--- src/rtl/core/cdfuk_pkg.sv ---
// Shared types, constants and helper functions for the clock digit formatter.
// No dependencies; used by cdfuk_summer and clock_digit_formatter_with_uk_dst.
`timescale 1ns / 1ps
`default_nettype none

package cdfuk_pkg;

   // Configuration register indexes (byte address is four times the index).
   localparam int unsigned CsrAddrWidth = 5;
   localparam logic [2:0] REG_MODE_24H     = 3'd0;
   localparam logic [2:0] REG_DST_ENABLE   = 3'd1;
   localparam logic [2:0] REG_COLON_ENABLE = 3'd2;
   localparam logic [2:0] REG_COLON_FLASH  = 3'd3;
   localparam logic [2:0] REG_LED_ENABLE   = 3'd4;

   // Calendar constants.
   localparam logic [3:0] MONTH_MAR       = 4'd3;
   localparam logic [3:0] MONTH_APR       = 4'd4;
   localparam logic [3:0] MONTH_SEP       = 4'd9;
   localparam logic [3:0] MONTH_OCT       = 4'd10;
   localparam logic [4:0] DAY_LAST        = 5'd31;
   localparam int unsigned ZellerBias     = 84;
   localparam logic [8:0] BASE_OFFSET     = 9'(31 + ZellerBias);
   // (13*mm - 1)/5 for March (mm = 1) and October (mm = 8).
   localparam logic [8:0] MONTH_TERM_MAR  = 9'd2;
   localparam logic [8:0] MONTH_TERM_OCT  = 9'd20;
   // year / 100 == (year * 5243) >> 19 for every 12-bit year.
   localparam logic [24:0] DIV100_MUL     = 25'd5243;
   localparam int unsigned Div100Shift    = 19;

   // Hour and minute limits.
   localparam logic [4:0] HOURS_PER_DAY   = 5'd24;
   localparam logic [4:0] HOUR_LAST       = 5'd23;
   localparam logic [4:0] HOUR_NOON       = 5'd12;
   localparam logic [4:0] HOUR_AM_LAST    = 5'd11;
   localparam logic [5:0] MINUTE_LAST     = 6'd59;

   // Per-request data carried beside the calendar pipeline.
   typedef struct packed {
      logic [4:0] hour;     // already wrapped into 0..23
      logic [5:0] minute;   // already saturated at 59
      logic       even;     // second is even
      logic       online;
   } side_type;

   // Residue modulo 7 of a 9-bit value, using 8 == 1 (mod 7).
   function automatic logic [2:0] mod7(input logic [8:0] x);
      logic [4:0] s;
      logic [3:0] t;
      s = {2'b00, x[8:6]} + {2'b00, x[5:3]} + {2'b00, x[2:0]};
      t = {2'b00, s[4:3]} + {1'b0, s[2:0]};
      mod7 = (t >= 4'd7) ? 3'(t - 4'd7) : t[2:0];
   endfunction

endpackage

`default_nettype wire

--- src/rtl/core/cdfuk_summer.sv ---
// Four-stage pipeline that decides UK summer time for a date.
// Depends on cdfuk_pkg for calendar constants and the modulo-7 helper.
`timescale 1ns / 1ps
`default_nettype none

module cdfuk_summer (
   input  wire logic        clock,
   input  wire logic        advance,
   input  wire logic [11:0] year,
   input  wire logic [3:0]  month,
   input  wire logic [4:0]  day,
   output logic             summer
);

   localparam logic [24:0] DIV100_MUL_LOCAL = cdfuk_pkg::DIV100_MUL;
   localparam int unsigned Div100ShiftLocal = cdfuk_pkg::Div100Shift;

   // Stage 1: century by reciprocal multiplication.
   logic [5:0]  cent1_ff;
   logic [5:0]  cent1_in;
   logic [11:0] year1_ff;
   logic [3:0]  month1_ff;
   logic [4:0]  day1_ff;
   logic [24:0] prod;

   // Stage 2: two-digit year.
   logic [6:0]  yy2_ff;
   logic [6:0]  yy2_in;
   logic [5:0]  cent2_ff;
   logic [3:0]  month2_ff;
   logic [4:0]  day2_ff;

   // Stage 3: weekday of the 31st in March and October.
   logic [2:0]  wd_mar3_ff;
   logic [2:0]  wd_mar3_in;
   logic [2:0]  wd_oct3_ff;
   logic [2:0]  wd_oct3_in;
   logic [3:0]  month3_ff;
   logic [4:0]  day3_ff;
   logic [8:0]  base;

   // Stage 4: decision.
   logic        summer4_ff;
   logic        summer4_in;

   always_comb begin
      prod     = {13'b0, year} * DIV100_MUL_LOCAL;
      cent1_in = prod[Div100ShiftLocal +: 6];
   end

   always_comb begin
      yy2_in = 7'(year1_ff - (12'(cent1_ff) * 12'd100));
   end

   always_comb begin
      base = {2'b00, yy2_ff} + {4'b0, yy2_ff[6:2]} + {5'b0, cent2_ff[5:2]}
             + cdfuk_pkg::BASE_OFFSET - {2'b00, cent2_ff, 1'b0};
      wd_mar3_in = cdfuk_pkg::mod7(base + cdfuk_pkg::MONTH_TERM_MAR);
      wd_oct3_in = cdfuk_pkg::mod7(base + cdfuk_pkg::MONTH_TERM_OCT);
   end

   always_comb begin
      summer4_in = 1'b0;
      if (month3_ff inside {[cdfuk_pkg::MONTH_APR:cdfuk_pkg::MONTH_SEP]}) begin
         summer4_in = 1'b1;
      end else if (month3_ff == cdfuk_pkg::MONTH_MAR) begin
         summer4_in = (day3_ff >= (cdfuk_pkg::DAY_LAST - {2'b00, wd_mar3_ff}));
      end else if (month3_ff == cdfuk_pkg::MONTH_OCT) begin
         summer4_in = (day3_ff < (cdfuk_pkg::DAY_LAST - {2'b00, wd_oct3_ff}));
      end
   end

   always_ff @(posedge clock) begin
      if (advance) begin
         cent1_ff   <= cent1_in;
         year1_ff   <= year;
         month1_ff  <= month;
         day1_ff    <= day;
         yy2_ff     <= yy2_in;
         cent2_ff   <= cent1_ff;
         month2_ff  <= month1_ff;
         day2_ff    <= day1_ff;
         wd_mar3_ff <= wd_mar3_in;
         wd_oct3_ff <= wd_oct3_in;
         month3_ff  <= month2_ff;
         day3_ff    <= day2_ff;
         summer4_ff <= summer4_in;
      end
   end

   assign summer = summer4_ff;

endmodule

`default_nettype wire

--- src/rtl/core/clock_digit_formatter_with_uk_dst.sv ---
// Path: a request accepted on req_* passes through the five register stages before its result shows on rsp_*.
// Throughput: one request per cycle; five register stages move together and hold on a stall.
// The whole pipeline advances whenever the output register is empty or being taken.
// Reset clears all valid bits and loads the configuration defaults (colon on, rest off).
// Top level of the clock digit formatter; depends on cdfuk_pkg and cdfuk_summer.
`timescale 1ns / 1ps
`default_nettype none

module clock_digit_formatter_with_uk_dst (
   input  wire logic        clock,
   input  wire logic        reset,
   // Request: year[11:0], month[15:12], day[20:16], hour[25:21], minute[31:26],
   // second[37:32], net_online[38], zero[39].
   input  wire logic        req_tvalid,
   output logic             req_tready,
   input  wire logic [39:0] req_tdata,
   // Response: hour_tens[1:0], hour_ones[5:2], blank_first[6], point_first[7],
   // minute_tens[10:8], minute_ones[14:11], point_last[15], colon_on[16],
   // led_update[17], led_level[18], summer_time[19], zero[23:20].
   output logic             rsp_tvalid,
   input  wire logic        rsp_tready,
   output logic [23:0]      rsp_tdata,
   // Configuration port.
   input  wire logic                               csr_psel,
   input  wire logic                               csr_penable,
   input  wire logic                               csr_pwrite,
   input  wire logic [cdfuk_pkg::CsrAddrWidth-1:0] csr_paddr,
   input  wire logic [31:0]                        csr_pwdata,
   output logic [31:0]                             csr_prdata,
   output logic                                    csr_pready
);

   // ---------------------------------------------------------------
   // Configuration registers. The low address bits are ignored, so
   // the register index is the word address.
   // ---------------------------------------------------------------
   logic mode_24h_ff;
   logic dst_enable_ff;
   logic colon_enable_ff;
   logic colon_flash_ff;
   logic led_enable_ff;
   logic csr_write;
   logic [2:0] csr_index;

   assign csr_pready = 1'b1;
   assign csr_write  = csr_psel && csr_penable && csr_pwrite && csr_pready;
   assign csr_index  = csr_paddr[4:2];

   always_ff @(posedge clock) begin
      if (reset) begin
         mode_24h_ff     <= 1'b0;
         dst_enable_ff   <= 1'b0;
         colon_enable_ff <= 1'b1;
         colon_flash_ff  <= 1'b0;
         led_enable_ff   <= 1'b0;
      end else if (csr_write) begin
         case (csr_index)
            cdfuk_pkg::REG_MODE_24H:     mode_24h_ff     <= csr_pwdata[0];
            cdfuk_pkg::REG_DST_ENABLE:   dst_enable_ff   <= csr_pwdata[0];
            cdfuk_pkg::REG_COLON_ENABLE: colon_enable_ff <= csr_pwdata[0];
            cdfuk_pkg::REG_COLON_FLASH:  colon_flash_ff  <= csr_pwdata[0];
            cdfuk_pkg::REG_LED_ENABLE:   led_enable_ff   <= csr_pwdata[0];
            default: begin
            end
         endcase
      end
   end

   always_comb begin
      csr_prdata = 32'd0;
      case (csr_index)
         cdfuk_pkg::REG_MODE_24H:     csr_prdata[0] = mode_24h_ff;
         cdfuk_pkg::REG_DST_ENABLE:   csr_prdata[0] = dst_enable_ff;
         cdfuk_pkg::REG_COLON_ENABLE: csr_prdata[0] = colon_enable_ff;
         cdfuk_pkg::REG_COLON_FLASH:  csr_prdata[0] = colon_flash_ff;
         cdfuk_pkg::REG_LED_ENABLE:   csr_prdata[0] = led_enable_ff;
         default:                     csr_prdata    = 32'd0;
      endcase
   end

   // ---------------------------------------------------------------
   // Request unpacking. The hour wraps modulo 24 and the minute is
   // clamped at 59 before anything else sees them.
   // ---------------------------------------------------------------
   logic [11:0] in_year;
   logic [3:0]  in_month;
   logic [4:0]  in_day;
   logic [4:0]  in_hour;
   logic [5:0]  in_minute;
   cdfuk_pkg::side_type side_in;

   always_comb begin
      in_year   = req_tdata[11:0];
      in_month  = req_tdata[15:12];
      in_day    = req_tdata[20:16];
      in_hour   = req_tdata[25:21];
      in_minute = req_tdata[31:26];
      side_in.hour   = (in_hour >= cdfuk_pkg::HOURS_PER_DAY) ?
                       (in_hour - cdfuk_pkg::HOURS_PER_DAY) : in_hour;
      side_in.minute = (in_minute > cdfuk_pkg::MINUTE_LAST) ?
                       cdfuk_pkg::MINUTE_LAST : in_minute;
      side_in.even   = ~req_tdata[32];
      side_in.online = req_tdata[38];
   end

   // ---------------------------------------------------------------
   // Pipeline control. Every stage loads together when the output
   // register is free or its result is being taken this cycle, so a
   // stall freezes everything and nothing is dropped or repeated.
   // ---------------------------------------------------------------
   logic advance;
   logic [3:0] valid_ff;
   logic out_valid_ff;
   cdfuk_pkg::side_type side_ff [4];

   assign advance    = !out_valid_ff || rsp_tready;
   assign req_tready = advance;
   assign rsp_tvalid = out_valid_ff;

   always_ff @(posedge clock) begin
      if (reset) begin
         valid_ff     <= '0;
         out_valid_ff <= 1'b0;
      end else if (advance) begin
         valid_ff     <= {valid_ff[2:0], req_tvalid};
         out_valid_ff <= valid_ff[3];
      end
   end

   always_ff @(posedge clock) begin
      if (advance) begin
         side_ff[0] <= side_in;
         side_ff[1] <= side_ff[0];
         side_ff[2] <= side_ff[1];
         side_ff[3] <= side_ff[2];
      end
   end

   // The summer-time decision runs alongside the first four stages and
   // is aligned with side_ff[3].
   logic summer;

   cdfuk_summer u_summer (
      .clock   (clock),
      .advance (advance),
      .year    (in_year),
      .month   (in_month),
      .day     (in_day),
      .summer  (summer)
   );

   // ---------------------------------------------------------------
   // Output stage: summer-time shift, 12/24-hour form, BCD digits and
   // the colon and LED indicators.
   // ---------------------------------------------------------------
   logic [4:0] hour_shift;
   logic [4:0] hour_disp;
   logic       pm;
   logic [1:0] hour_tens;
   logic [3:0] hour_ones;
   logic [10:0] min_prod;
   logic [2:0] minute_tens;
   logic [3:0] minute_ones;
   logic       colon_on;
   logic       led_update;
   logic [23:0] rsp_data_in;
   logic [23:0] rsp_data_ff;

   always_comb begin
      hour_shift = side_ff[3].hour;
      if (dst_enable_ff && summer) begin
         hour_shift = (side_ff[3].hour == cdfuk_pkg::HOUR_LAST) ? 5'd0 :
                      (side_ff[3].hour + 5'd1);
      end
      pm        = (hour_shift > cdfuk_pkg::HOUR_AM_LAST);
      hour_disp = hour_shift;
      if (!mode_24h_ff) begin
         if (pm) begin
            hour_disp = hour_shift - cdfuk_pkg::HOUR_NOON;
         end
         if (hour_disp == 5'd0) begin
            hour_disp = cdfuk_pkg::HOUR_NOON;
         end
      end
      if (hour_disp >= 5'd20) begin
         hour_tens = 2'd2;
      end else if (hour_disp >= 5'd10) begin
         hour_tens = 2'd1;
      end else begin
         hour_tens = 2'd0;
      end
      hour_ones = 4'(hour_disp - (5'(hour_tens) * 5'd10));

      // minute / 10 as (minute * 13) >> 7, exact for 0..63.
      min_prod    = {5'b0, side_ff[3].minute} * 11'd13;
      minute_tens = min_prod[9:7];
      minute_ones = 4'(side_ff[3].minute - (6'(minute_tens) * 6'd10));

      colon_on   = colon_enable_ff && (!colon_flash_ff || side_ff[3].even);
      led_update = colon_enable_ff && colon_flash_ff && led_enable_ff;

      rsp_data_in        = '0;
      rsp_data_in[1:0]   = hour_tens;
      rsp_data_in[5:2]   = hour_ones;
      rsp_data_in[6]     = !mode_24h_ff && (hour_disp < 5'd10);
      rsp_data_in[7]     = !side_ff[3].online;
      rsp_data_in[10:8]  = minute_tens;
      rsp_data_in[14:11] = minute_ones;
      rsp_data_in[15]    = !mode_24h_ff && pm;
      rsp_data_in[16]    = colon_on;
      rsp_data_in[17]    = led_update;
      rsp_data_in[18]    = led_update && side_ff[3].even;
      rsp_data_in[19]    = summer;
   end

   always_ff @(posedge clock) begin
      if (advance) begin
         rsp_data_ff <= rsp_data_in;
      end
   end

   assign rsp_tdata = rsp_data_ff;

`ifndef NO_ASSERTIONS
   // In 12-hour form the shown hour is never zero.
   a_no_zero_hour_12h: assert property (@(posedge clock) disable iff (reset)
      (rsp_tvalid && !mode_24h_ff) |-> (rsp_tdata[5:0] != 6'd0))
      else $error("12-hour display shows hour zero");

   // 24-hour form never blanks the first digit nor lights the PM point.
   a_24h_no_pm_blank: assert property (@(posedge clock) disable iff (reset)
      (rsp_tvalid && mode_24h_ff) |-> (!rsp_tdata[6] && !rsp_tdata[15]))
      else $error("PM point or blank digit in 24-hour mode");

   // When the LED is driven it follows the flashing colon.
   a_led_follows_colon: assert property (@(posedge clock) disable iff (reset)
      (rsp_tvalid && rsp_tdata[17]) |-> (rsp_tdata[16] == rsp_tdata[18]))
      else $error("LED level differs from colon");

   // Minute digits stay decimal.
   a_minute_bcd: assert property (@(posedge clock) disable iff (reset)
      rsp_tvalid |-> ((rsp_tdata[10:8] <= 3'd5) && (rsp_tdata[14:11] <= 4'd9)))
      else $error("minute digits out of range");

   // A stalled pipeline must not take a new request.
   a_stall_blocks_input: assert property (@(posedge clock) disable iff (reset)
      (rsp_tvalid && !rsp_tready) |-> !req_tready)
      else $error("request accepted while output stalled");
`endif

endmodule

`default_nettype wire
--- config.mk ---
export PLATFORM = sky130hd
export DESIGN_NAME = clock_digit_formatter_with_uk_dst
export DESIGN_NICKNAME = d
export VERILOG_FILES = /design/src/rtl/core/cdfuk_pkg.sv /design/src/rtl/core/cdfuk_summer.sv /design/src/rtl/core/clock_digit_formatter_with_uk_dst.sv
export SDC_FILE = /design/constraint.sdc
export NUM_CORES = 1
export LEC_CHECK = 0
export BUFFER_PORTS_ARGS = -buffer_cell sky130_fd_sc_hd__buf_2
export CAP_MARGIN = 20
export CORE_MARGIN = 5
export CORE_UTILIZATION = 30
export CTS_BUF_LIST = sky130_fd_sc_hd__clkbuf_4 sky130_fd_sc_hd__clkbuf_8
export DETAILED_ROUTE_END_ITERATION = 16
export GPL_TIMING_DRIVEN = 0
export SYNTH_ARGS = -nofsm -noshare
export SYNTH_HDL_FRONTEND = slang
export SYNTH_SLANG_ARGS = --single-unit
--- constraint.sdc ---
create_clock -name clock -period 6.2 [get_ports clock]
set_input_delay 0 -clock clock [delete_from_list [all_inputs] [get_ports clock]]
set_output_delay 0 -clock clock [all_outputs]
set_load 0.02 [all_outputs]
# --- Yosys cells after proc, flatten, opt, wreduce, memory -nomap -nowiden ---
# Memory sizes are Yosys's and may differ from the RTL's.
# Index checks and enable logic that the tools add are counted.
classes:
  n_mux: 17
  reduce_logical: 23
  magnitude_cmp: 12
  bitwise: 1
  addsub: 22
  n_mul: 5
  eq_ne: 7
ops:
  columns: ["op", "n"]
  rows:
  - ["$mux W5", 7]
  - ["$mul A12 B13 Y25 const B", 1]
  - ["$ge A4 B3 Y1 const B", 3]
  - ["$add A5 B3 Y5", 2]
  - ["$ge A5 B5 Y1 const B", 2]
  - ["$logic_and A1 B1 Y1", 10]
  - ["$mul A6 B4 Y10 const B", 1]
  - ["$reduce_and A2 Y1", 5]
  - ["$sub A1 B4 Y5 const A", 2]
  - ["$add A9 B2 Y9 const B", 1]
  - ["$add A9 B4 Y9", 1]
  - ["$add A9 B5 Y9 const B", 1]
  - ["$add A9 B7 Y9 const B", 1]
  - ["$sub A9 B7 Y9", 1]
  - ["$add A2 B3 Y4", 2]
  - ["$add A3 B3 Y4", 2]
  - ["$add A7 B5 Y8", 1]
  - ["$sub A4 B4 Y4", 2]
  - ["$sub A7 B7 Y7", 1]
  - ["$eq A3 B2 Y1 const B", 2]
  - ["$gt A6 B6 Y1 const B", 1]
  - ["$mul A6 B5 Y5 const B", 1]
  - ["$mux W3", 2]
  - ["$mux W6", 1]
  - ["other kinds (25)", 34]
word_totals:
  wordCells: 109
  in_bits: 84
  ramBits: 52
  regBits: 90
  memories: 1
memory_table:
  columns: ["memory", "words", "word_bits", "rd", "rd_clocked_by_memory_dff", "write_ports", "line", "source"]
  rows:
  - ["side_ff", 4, 13, 4, 0, 4, "clock_digit_formatter_with_uk_dst.sv:114", "cdfuk_pkg::side_type side_ff [4];"]

# --- Longest topological paths before layout ---
# Gate-level depths: netlist of run 1.
# An unclocked memory read counts as a cell.
depth:
  ltp_word: 15
  ltp_mapped: 32
  ltp_nobuf: 32

# --- Cells and area by module ---
# Synthesis of run 1 repeated with hierarchy kept, for this count alone.
unflattened:
  hier_cells: 848
  area_unflattened_um2: 10117.2
modules_own_cells:
  columns: ["module", "cells_per_inst", "area_per_inst_um2", "n_inst"]
  rows:
  - ["cdfuk_summer", 547, 6228.5, 1]
  - ["clock_digit_formatter_with_uk_dst", 301, 3888.7, 1]

# --- Least setup slack after synthesis of run 1 ---
# Ideal clock, no wire load.
synth_path:
  kind: "reg-to-reg"
  from: "register u_summer.yy2_ff[2]"
  to: "register u_summer.wd_mar3_ff[1], data pin"
  arrival_ns: 6.455
  path_buffers: 0
  slack_ns: -0.524
  synth_period_minus_slack_ns: 6.724
  path_stages_with_launch: 30
  required_time_ns: 5.931
  setup_time_ns: 0.269
  path_cell_list: "edfxtp_1 ha_1 fa_1 xnor2_1 ha_1 fa_1 inv_1 ha_1 fa_1 a21oi_1 nor2_1 nor2_1 xnor2_1 and2_1 nand4_1 xnor2_1 fa_1 ha_1 a21o_1 a21oi_1 xor2_1 ha_1 inv_1 fa_1 inv_1 ha_1 a21oi_1 a21oi_1 a221oi_1 o21ai_0"
synth_via:
  elab_chain_cells: 10
  word_cells_on_any_way: 11
  classes_between: "9 x add/sub; 1 x order compare; 1 x mux"
synth_lines:
  columns: ["element", "line", "source"]
  rows:
  - ["from (decl)", "cdfuk_summer.sv:27", "logic [6:0] yy2_ff;"]
  - ["from (signal assigned)", "cdfuk_summer.sv:79", "yy2_ff <= yy2_in;"]
  - ["$add A7 B5 Y8 (*)", "cdfuk_summer.sv:56", "base = {2'b00, yy2_ff} + {4'b0, yy2_ff[6:2]} + {5'b0, cent2_ff[5:2]}"]
  - ["$add A9 B4 Y9 (*)", "cdfuk_summer.sv:56", null]
  - ["$add A9 B7 Y9 (*)", "cdfuk_summer.sv:57", "+ cdfuk_pkg::BASE_OFFSET - {2'b00, cent2_ff, 1'b0};"]
  - ["$sub A9 B7 Y9 (*)", "cdfuk_summer.sv:57", null]
  - ["$add A9 B2 Y9 (*)", "cdfuk_summer.sv:58", "wd_mar3_in = cdfuk_pkg::mod7(base + cdfuk_pkg::MONTH_TERM_MAR);"]
  - ["$add A3 B3 Y4", "cdfuk_pkg.sv:50", "s = {2'b00, x[8:6]} + {2'b00, x[5:3]} + {2'b00, x[2:0]};"]
  - ["$add A5 B3 Y5 (*)", "cdfuk_pkg.sv:50", null]
  - ["$add A2 B3 Y4 (*)", "cdfuk_pkg.sv:51", "t = {2'b00, s[4:3]} + {1'b0, s[2:0]};"]
  - ["$ge A4 B3 Y1 or $sub A3 B3 Y3 (tied branches)", "cdfuk_pkg.sv:52", "mod7 = (t >= 4'd7) ? 3'(t - 4'd7) : t[2:0];"]
  - ["$mux W3 (*)", "cdfuk_pkg.sv:52", null]
  - ["named net u_summer.wd_mar3_in[1]", "cdfuk_summer.sv:35", "logic [2:0] wd_mar3_in;"]
  - ["to (signal assigned)", "cdfuk_summer.sv:83", "wd_mar3_ff <= wd_mar3_in;"]
  - ["to (decl)", "cdfuk_summer.sv:34", "logic [2:0] wd_mar3_ff;"]
# The timed path passes the listed nets; every way through them passes the cells marked *.
# A chain may end at the register's enable or synchronous reset.

# --- Final worst setup path of run 1 ---
# Same ends and word-level chain as after synthesis.

==> summary.txt, run 1 <==
Setup path
  • CP peak stage delay: a little over 500 ps
  • Worst setup SP type: flip-flop
  • Crit-path max FO: 3
  • Critical path's top delay family: adder cells
  • CP bufs+invs: 3
  • Setup CP Type: flip-flop to flip-flop
  • Crit end category: flip-flop
  • Crit-path slowest cell: fa_1
  • Critical path data arrival time: around 6800 ps
  • Critical Path RT: between 6000 and 7000 ps

Status
  • Failing checks: setup timing
  • Outcome: finished with violations

Floorplan
  • Die Y: ~190 um
  • Die Span X: 193 um
  • # rows: 67
  • Boundary Pins: approximately 140
  • Initial Util: a little under a third
  • Core Region: 33300 sq um
  • DIE AREA: around 37000 sq um

Timing
  • Worst Hold Margin: between 60 and 70 ps
  • RSZ-0062 raised after global routing: true
  • Setup TNS Final: -839 ps
  • Clk_skew: 16.7 ps
  • Setup slack after layout: -404 ps
  • FMAX: 151 MHz
  • Worst-Margin Slew: between 700 and 800 ps
  • Fin. max-slew vios: 0
  • Tcrit/Tclk final: 107%
  • Setup-failing EPs final: 5
  • Final hold vios: 0
  • Tmin final: between 6000 and 7000 ps
  • Slew Limit Headroom: between 50 and 60%

Cells and area
  • Final nets: between 1000 and 1500
  • Post-route cell area: 12400 sq um
  • N_diodes: 0
  • P&R area growth vs syn: 23.7%
  • Layout cells sized above 1: about 22%

Logic synthesis
  • Number of synthesized flops with an enable pin: ~130
  • Gate Count Post-Synth: 837
  • Synth cell types: between 50 and 60
  • Async SR Flop Fraction: 0%
  • Synth Area per Inst: roughly 12 sq um
  • Yosys warns: 0
  • Sequential area share after synthesis: approximately 41%
  • Synthesis-stage register bit count: about 140
  • Synth Cell Area: between 10000 and 15000 sq um
  • Top_reg_cell synth: edfxtp_1

GRT
  • Vias in the first global route: ~6400
  • First-pass GRT wire length: a little under 30 mm
  • GRT Total Usage: between 9 and 10%
  • Largest net degree at the start of global routing: 71
  • Antenna violations before repair: 0
  • Gr ovfl total: 0

Min path
  • Worst Hold Class: input pin to flip-flop

Clock network
  • Worst-skew pair later-pin latency: approximately 450 ps
  • TritonCTS Buffers: 17
  • CTS tree: yes
  • H-tree lvl count: 4
  • Clock Sinks: 142
  • Clk Tree Root Cell: clkbuf_8
  • Clock-pin slew on the worst setup and hold paths: 90 ps
  • CTS max path bufs: 2

Routing
  • # DRC: 0
  • Routed WL: approximately 18 mm
  • Vias per cell: around 4.2
  • Vias: approximately 6200
  • DRT Pass-1 Iters: 4
  • DRT iter0 DRCs: ~170
  • Routed Antenna Nets: 0
  • DR WL/cell: roughly 12 um

Run
  • Max-cap violations: 0

Placed design
  • Post-Place Cell Area: about 11000 sq um
  • Port bufs: 65
  • GPL Wtd Cong: between 0.8 and 0.9
  • Final HPWL DP: 13.5 mm
layout by cell type (no fill, tap or decap), types with 4 or more instances in the layout:
| cell | netlist | routed |
|---|---|---|
| edfxtp_1 | 132 | 132 |
| inv_1 | 148 | 144 |
| conb_1 | 2 | 36 |
| xor2_1 | 20 | 18 |
| xnor2_2 | 0 | 9 |
| dlygate4sd3_1 | 0 | 42 |
| a31oi_1 | 5 | 5 |
| ha_1 | 152 | 139 |
| nor2_1 | 34 | 30 |
| o21ai_1 | 0 | 4 |
| o21ai_0 | 17 | 12 |
| nand3_1 | 9 | 9 |
| o21bai_1 | 4 | 4 |
| clkbuf_8 | 0 | 17 |
| buf_2 | 0 | 65 |
| a21oi_1 | 41 | 27 |
| inv_8 | 0 | 8 |
| ha_4 | 0 | 5 |
| ha_2 | 0 | 8 |
| nor2b_1 | 7 | 7 |
| a21o_1 | 18 | 18 |
| a21oi_2 | 0 | 12 |
| buf_4 | 36 | 62 |
| inv_2 | 0 | 4 |
| xnor2_1 | 32 | 22 |
| dfxtp_1 | 10 | 10 |
| fa_1 | 62 | 59 |
| nand2b_1 | 8 | 8 |
| nor3_1 | 11 | 11 |
| mux2i_1 | 12 | 12 |
| nand4_1 | 6 | 6 |
| nand2_1 | 19 | 18 |
| clkbuf_1 | 6 | 5 |
stage by stage:
| stage | setup WS, ps | cells | util (%) |
|---|---|---|---|
| finish | -404 | 1486 | 37.3 |
| global route | -745 | 1486 | 37.3 |
| CTS | -421 | 1479 | 36.9 |
| detailed placement | -940 | 1386 | 33.6 |
| global placement | -702 | 1384 | 33.4 |
| floorplan | -348 | 871 | - |
cell type report:
type / instances / area [sq um]
clock inverter: 15 / 164
inverter: 148 / 556
sequential: 142 / 4160
timing repair buffer: 135 / 996
buffer: 43 / 300
clock buffer: 17 / 234
tap: 448 / 561
multi-input combinational: 538 / 5450
fill: 3224 / 20900
registers in the layout (all words and copies together), names as in the netlist, 3 cells and up:
name	cells
u_summer.month3_ff	4
u_summer.month2_ff	4
valid_ff	4
u_summer.day1_ff	5
rsp_tdata	20
u_summer.day2_ff	5
u_summer.cent1_ff	6
u_summer.yy2_ff	7
u_summer.wd_mar3_ff	3
side_ff	52
u_summer.day3_ff	5
u_summer.month1_ff	4
u_summer.year1_ff	7
u_summer.cent2_ff	6
u_summer.wd_oct3_ff	3
per-layer routing:
metal / track usage (%) / vias up / part of all wire (%)
li1: - / 3189 / -
met1: 12.6 / 2935 / 45
met2: 17.1 / 93 / 51
met3: 1.84 / 19 / 3.0
met4: 2.91 / 0 / 1.4
met5: 0 / - / 0
synthesized netlist by cell type (6+ instances only):
| master | instances | area share (%) |
|---|---|---|
| xor2_1 | 20 | 1.7 |
| ha_1 | 152 | 19 |
| edfxtp_1 | 132 | 39 |
| nand2b_1 | 8 | 0.50 |
| o21ai_0 | 17 | 0.85 |
| a21oi_1 | 41 | 2.0 |
| nor2_1 | 34 | 1.3 |
| xnor2_1 | 32 | 2.8 |
| inv_1 | 148 | 5.5 |
| nand2_1 | 19 | 0.71 |
| buf_4 | 36 | 2.7 |
| nor2b_1 | 7 | 0.44 |
| nand3_1 | 9 | 0.45 |
| mux2i_1 | 12 | 1.2 |
| clkbuf_1 | 6 | 0.22 |
| nor3_1 | 11 | 0.55 |
| fa_1 | 62 | 12 |
| a21o_1 | 18 | 1.3 |
| dfxtp_1 | 10 | 2.0 |
| nand4_1 | 6 | 0.37 |
what timing repair did:
action / in CTS / in global routing
hold endpoints to repair: 39 / 0
pin swaps: 42 / 15
hold buffers: 42 / 0
setup endpoints to repair: 6 / 6
resized for setup: 36 / 16
setup buffers: 19 / 7
path summary, 6_finish.rpt:
path	slack, ps	cells past startpoint	to	startpoint
max	-400	29	u_summer.wd_mar3_ff[1]	u_summer.yy2_ff[2]
min	60	5	dst_enable_ff	csr_paddr[2]
max reg2reg	-400	29	u_summer.wd_mar3_ff[1]	u_summer.yy2_ff[2]
min reg2reg	420	0	side_ff[3][11]	side_ff[2][11]
worst reg2reg max path: cells and delay by family, from the launching register on:
| kind | cells | cell delay, ps |
|---|---|---|
| simple gates | 4 | 480 |
| fa+ha+maj | 11 | 3630 |
| compound gates | 7 | 990 |
| buf+inv | 3 | 140 |
| xor+xnor | 4 | 680 |
| flops | 1 | 440 |
cells by family after synthesis:
family | share of synthesized area (%)
compound gates | 7.17
xor+xnor | 4.53
fa+ha+maj | 31.3
buf+inv | 8.48
flops | 41.4
mux | 1.46
other cells | 0.0747
simple gates | 5.57
Power of run 1 is not shown: default switching activity piles up to over one toggle a cycle in this logic, so the estimate is an artifact.
==> run 2, diff against run 1 <==
--- a/config.mk
+++ b/config.mk
@@ -5,13 +5,14 @@
 export SDC_FILE = /design/constraint.sdc
 export NUM_CORES = 1
 export LEC_CHECK = 0
-export BUFFER_PORTS_ARGS = -buffer_cell sky130_fd_sc_hd__buf_2
 export CAP_MARGIN = 20
 export CORE_MARGIN = 5
-export CORE_UTILIZATION = 30
+export CORE_UTILIZATION = 60
 export CTS_BUF_LIST = sky130_fd_sc_hd__clkbuf_4 sky130_fd_sc_hd__clkbuf_8
 export DETAILED_ROUTE_END_ITERATION = 16
+export DONT_BUFFER_PORTS = 1
 export GPL_TIMING_DRIVEN = 0
+export PLACE_DENSITY = 0.79
 export SYNTH_ARGS = -nofsm -noshare
 export SYNTH_HDL_FRONTEND = slang
 export SYNTH_SLANG_ARGS = --single-unit
==> summary.txt, run 2 (synthesis gave the netlist of run 1 again) <==
Cells and area
  • Final Core Density: 71.6% (+34 points)
  • Fill count: 1090 (-66%)
  • Commonest non-fill, non-tap cell in the layout: inv_1
  • Commonest non-fill, non-tap cells in the layout: inv_1 (144), ha_1 (141), edfxtp_1 (132)
  • Layout cells sized above 1: 16.3% (-5.3 points)
  • Post-route cell area: 11800 sq um (-4.8%)
  • Largest registers: side_ff (52), rsp_tdata (20)
  • Flip-flop count of the largest register after layout: 52 (unchanged)
  • Largest Register: side_ff
  • Final nets: 1265 (-4.4%)
  • P&R area growth vs syn: 17.8%

Timing
  • Setup-failing EPs final: 6 (+1)
  • FMAX: 149 MHz (-1.9%)
  • Worst-Margin Slew: 956 ps (+223 ps)
  • Setup slack after layout: -532 ps (-128 ps)
  • Setup TNS Final: -1970 ps (-1130 ps)
  • Slew Limit Headroom: 36.3% (-15 points)
  • RSZ-0062 raised after global routing: true
  • Tmin final: 6730 ps (+128 ps)
  • Tcrit/Tclk final: 109% (+2.1 points)
  • Clk_skew: 13.0 ps (-3.68 ps)
  • Fin. max-slew vios: 0 (unchanged)
  • Final hold vios: 0 (unchanged)

Setup path
  • Critical Path RT: 6400 ps (+20 ps)
  • Crit-path slowest cell: fa_1
  • Crit end category: flip-flop
  • R2R Setup Slk: -530 ps (-130 ps)
  • CP peak stage delay: 520 ps (about the same)
  • CP bufs+invs: 5 (+2)
  • Critical path's top delay family: adder cells
  • Worst setup SP type: flip-flop
  • Reg2reg end: u_summer.wd_mar3_ff[1]
  • Setup CP Type: flip-flop to flip-flop
  • Crit-path max FO: 5 (+2)
  • Worst R2R Start: u_summer.yy2_ff[2]
  • Critical path data arrival time: 6930 ps (+150 ps)
  • FF-to-FF path depth: 30 (+3.4%)

Placed design
  • Post-Place Cell Area: 10500 sq um (-5.7%)
  • Port bufs: 0 (-100%)
  • Pre-CTS setup slack: -940 ps (-0.190 ps)
  • Final HPWL DP: 12.9 mm (-4.1%)
  • GPL Wtd Cong: 0.879 (+6.3%)

Floorplan
  • Die Span X: 139 um (-28%)
  • Initial Util: 60.8% (+31 points)
  • DIE AREA: 19400 sq um (-48%)
  • Boundary Pins: 143 (unchanged)
  • Die Y: 139 um (-28%)
  • Core Region: 16500 sq um (-50%)
  • # rows: 47 (-30%)

Clock network
  • TritonCTS Buffers: 17 (unchanged)
  • Clock-pin slew on the worst setup and hold paths: 80 ps (about the same)
  • Clock Sinks: 142 (unchanged)
  • CTS tree: yes
  • Worst-skew pair later-pin latency: 460 ps (about the same)
  • CTS max path bufs: 2 (unchanged)
  • Clk Tree Root Cell: clkbuf_8
  • H-tree lvl count: 4 (unchanged)

GRT
  • First-pass GRT wire length: 29.7 mm (about the same)
  • Vias in the first global route: 6539 (+1.8%)
  • Largest net degree at the start of global routing: 74 (+4.2%)
  • Gr ovfl total: 0 (unchanged)
  • GRT Total Usage: 18.7% (+8.8 points)
  • Antenna violations before repair: 0 (unchanged)

Routing
  • # DRC: 0 (unchanged)
  • Routed Antenna Nets: 0 (unchanged)
  • DRT Pass-1 Iters: 5 (+1)
  • Routed WL: 17.7 mm (-0.19%)
  • Vias: 6120 (-1.9%)
  • DR WL/cell: 14.7 um (+23%)
  • DRT iter0 DRCs: 271 (+60%)
  • Vias per cell: 5.10 (+21%)

Min path
  • Worst Hold Class: input pin to flip-flop
  • Hold path cells: 5 (unchanged)
  • Hold Startpoint: csr_paddr[2]
  • Hold EP: dst_enable_ff

Status
  • Outcome: finished with violations
  • Failing checks: setup timing

Run
  • Max-cap violations: 0 (unchanged)
[run 2: worst max path at each step]
stage                             from  cells after the start  slack (ps)                      to
floorplan           u_summer.yy2_ff[2]                     29        -350  u_summer.wd_mar3_ff[1]
global placement    u_summer.yy2_ff[1]                     30        -690  u_summer.wd_mar3_ff[1]
detailed placement  u_summer.yy2_ff[2]                     26        -940  u_summer.wd_oct3_ff[1]
CTS                 u_summer.yy2_ff[0]                     29        -430  u_summer.wd_oct3_ff[1]
global route        u_summer.yy2_ff[0]                     30        -800  u_summer.wd_mar3_ff[1]
finish              u_summer.yy2_ff[2]                     30        -530  u_summer.wd_mar3_ff[1]
[run 2: metrics by stage]
step	instances	hold WS, ps
floorplan	871	98.9
global placement	1091	98.9
detailed placement	1092	98.9
CTS	1191	54.1
global route	1200	124
finish	1201	118
[run 2: repair_timing]
item,in CTS,in global routing
resized for setup,43,12
endpoints found under the setup margin,6,6
buffers inserted,21,9
hold buffers,46,0
endpoints found under the hold margin,40,0
pin swaps,42,16
[run 2: worst reg2reg max path: cells and delay by family, from the launching register on]
family | cells | cell delay, ps
DFF | 1 | 420
xor gates and xnor gates | 4 | 690
adders and majority gates | 9 | 3020
AOI/OAI and AO/OA | 10 | 1520
and+or+nand+nor | 2 | 380
buffers and inverters | 5 | 460
[run 2: layer usage]
layer	share of wire (%)	vias up	global-route usage (%)	wire (um)
met4	1.4	0	5.46	245
met3	3.7	19	4.46	646
met2	56	126	34.8	9840
met1	39	2911	21.2	6950
met5	0	-	0	0
li1	-	3064	-	-
[run 2: cell type report]
| type | instances | area [sq um] | area share (%) |
|---|---|---|---|
| multi-input combinational | 538 | 5440 | 46.0 |
| sequential | 142 | 4160 | 35.2 |
| timing repair buffer | 77 | 721 | 6.09 |
| inverter | 148 | 556 | 4.69 |
| buffer | 43 | 300 | 2.54 |
| tap | 220 | 275 | 2.33 |
| clock buffer | 17 | 234 | 1.98 |
| clock inverter | 15 | 141 | 1.19 |
| antenna | 1 | 2.50 | 0.0211 |
Power of run 2 is left out for the same reason.
==> run 3, diff against run 2 <==
--- a/config.mk
+++ b/config.mk
@@ -7,12 +7,12 @@
 export LEC_CHECK = 0
 export CAP_MARGIN = 20
 export CORE_MARGIN = 5
-export CORE_UTILIZATION = 60
+export CORE_UTILIZATION = 45
 export CTS_BUF_LIST = sky130_fd_sc_hd__clkbuf_4 sky130_fd_sc_hd__clkbuf_8
 export DETAILED_ROUTE_END_ITERATION = 16
 export DONT_BUFFER_PORTS = 1
 export GPL_TIMING_DRIVEN = 0
-export PLACE_DENSITY = 0.79
+export PLACE_DENSITY = 0.69
 export SYNTH_ARGS = -nofsm -noshare
 export SYNTH_HDL_FRONTEND = slang
 export SYNTH_SLANG_ARGS = --single-unit
==> summary.txt, run 3 (synthesis gave the netlist of run 1 again) <==
Floorplan
  • Core Region: 21900 sq um (+32%)
  • Boundary Pins: 143 (unchanged)
  • Die Y: 159 um (+14%)
  • Initial Util: 45.9% (-15 points)
  • Die Span X: 159 um (+14%)
  • DIE AREA: 25400 sq um (+31%)
  • # rows: 54 (+15%)

Routing
  • Vias: 6109 (-0.18%)
  • # DRC: 0 (unchanged)
  • Metal-1 WL: 7.25 mm (+4.3%)
  • Met3 WL: 504 um (-22%)
  • Routed WL: 17.0 mm (-4.0%)
  • Uppermost layer routed: met4
  • DRT Pass-1 Iters: 6 (+1)
  • DRT iter0 DRCs: 166 (-39%)
  • Vias per cell: 4.84 (-5.0%)
  • Routed Antenna Nets: 0 (unchanged)
  • Met2 wire length: 8.96 mm (-9.0%)
  • DR WL/cell: 13.4 um (-8.6%)

Clock network
  • Clock Sinks: 142 (unchanged)
  • CTS max path bufs: 2 (unchanged)
  • CTS tree: yes
  • H-tree lvl count: 4 (unchanged)
  • Clk Tree Root Cell: clkbuf_8
  • Clock-pin slew on the worst setup and hold paths: 90 ps (about the same)
  • Worst-skew pair later-pin latency: 440 ps (-20 ps)
  • TritonCTS Buffers: 17 (unchanged)

GRT
  • Gr ovfl total: 0 (unchanged)
  • GRT Total Usage: 13.7% (-5.0 points)
  • Largest net degree at the start of global routing: 74 (unchanged)
  • Antenna violations before repair: 1 (+1)
  • Vias in the first global route: 6401 (-2.1%)
  • First-pass GRT wire length: 29.1 mm (-2.0%)

Timing
  • FMAX: 150 MHz (+0.77%)
  • Setup slack after layout: -480 ps (+51.5 ps)
  • RSZ-0062 raised after global routing: true
  • Clk_skew: 18.3 ps (+5.28 ps)
  • Fin. max-slew vios: 0 (unchanged)
  • Final hold vios: 0 (unchanged)
  • Slew Limit Headroom: 35.6% (-0.67 points)
  • Tmin final: 6680 ps (-51.5 ps)
  • Worst-Margin Slew: 966 ps (+10.1 ps)
  • Tcrit/Tclk final: 108% (-0.83 points)
  • Setup-failing EPs final: 6 (unchanged)

Cells and area
  • Largest registers: side_ff (52), rsp_tdata (20)
  • Commonest non-fill, non-tap cell in the layout: inv_1
  • Fill count: 1863 (+71%)
  • Commonest non-fill, non-tap cells in the layout: inv_1 (144), ha_1 (140), edfxtp_1 (132)
  • P&R area growth vs syn: 18.8%
  • Flip-flop count of the largest register after layout: 52 (unchanged)
  • Final nets: 1266 (+0.079%)
  • Largest Register: side_ff
  • Post-route cell area: 11900 sq um (+0.88%)
  • Layout cells sized above 1: 15.9% (-0.42 points)

Setup path
  • Critical path data arrival time: 6860 ps (-70 ps)
  • Crit end category: flip-flop
  • Setup CP Type: flip-flop to flip-flop
  • Critical Path RT: 6380 ps (-20 ps)
  • CP peak stage delay: 510 ps (about the same)
  • Crit-path max FO: 3 (-2)
  • Crit-path slowest cell: fa_1
  • Worst setup SP type: flip-flop

Placed design
  • GPL Wtd Cong: 0.809 (-8.0%)
  • Post-Place Cell Area: 10600 sq um (+0.71%)
  • Port bufs: 0 (unchanged)
  • Final HPWL DP: 12.7 mm (-1.8%)

Status
  • Outcome: finished with violations
  • Failing checks: setup timing

Min path
  • Worst Hold Class: input pin to flip-flop

Run
  • Max-cap violations: 0 (unchanged)
run 3: cell count changes in the layout (fill, tap and decap cells not counted), sizes merged:
cell / delta
inv: -3
clkinvlp: -2
dlygate4sd3: -1
clkinv: +5
buf: +2
run 3: through the flow:
step                utilization (%)  TNS, ps  cells  hold WS [ps]  setup slack, ps
finish                         54.5    -1440   1262          99.7             -480
global route                   54.5    -3590   1262           135             -847
CTS                            53.7    -1020   1250          73.0             -455
detailed placement             48.5    -3600   1152          98.9             -915
global placement               48.3    -5670   1151          99.0             -676
floorplan                         -     -670    871          98.9             -348
run 3: worst paths after layout:
kind / startpoint / endpoint / slack, ps / cells past startpoint
setup / recovery: u_summer.yy2_ff[1] / u_summer.wd_oct3_ff[1] / -480 / 30
hold / removal: csr_penable / dst_enable_ff / 100 / 6
setup reg to reg: u_summer.yy2_ff[1] / u_summer.wd_oct3_ff[1] / -480 / 30
hold reg to reg: u_summer.month1_ff[0] / u_summer.month2_ff[0] / 410 / 0
run 3: repair_timing:
item | 4_1_cts | 5_1_grt
endpoints found under the hold margin | 40 | 0
cloned | 0 | 0
hold buffers | 45 | 0
resized for setup | 26 | 23
pin swaps | 33 | 17
buffers inserted | 21 | 11
setup endpoints to repair | 6 | 6
run 3: critical path: cells and delay by family (launching register included):
kind,cells,cell delay [ps]
and+or+nand+nor,2,200
DFF,1,420
xor gates and xnor gates,4,580
AOI/OAI and AO/OA,7,1050
buffers and inverters,6,550
adders and majority gates,11,3610
run 3: metal layers:
layer	track usage (%)	vias to the layer above
li1	-	3069
met1	16.3	2925
met2	24.5	94
met3	3.34	21
met4	4.23	0
met5	0	-
run 3: final cells by class:
type                            count  area, sq um  share of cell area [%]
Multi-Input combinational cell    538         5420                    45.4
Antenna cell                        1         2.50                  0.0210
Timing Repair Buffer               78          726                    6.08
Inverter                          148          556                    4.65
Tap cell                          280          350                    2.93
Clock inverter                     15          191                    1.60
Sequential cell                   142         4160                    34.9
Clock buffer                       17          234                    1.96
Buffer                             43          300                    2.52
Power of run 3 is left out for the same reason.
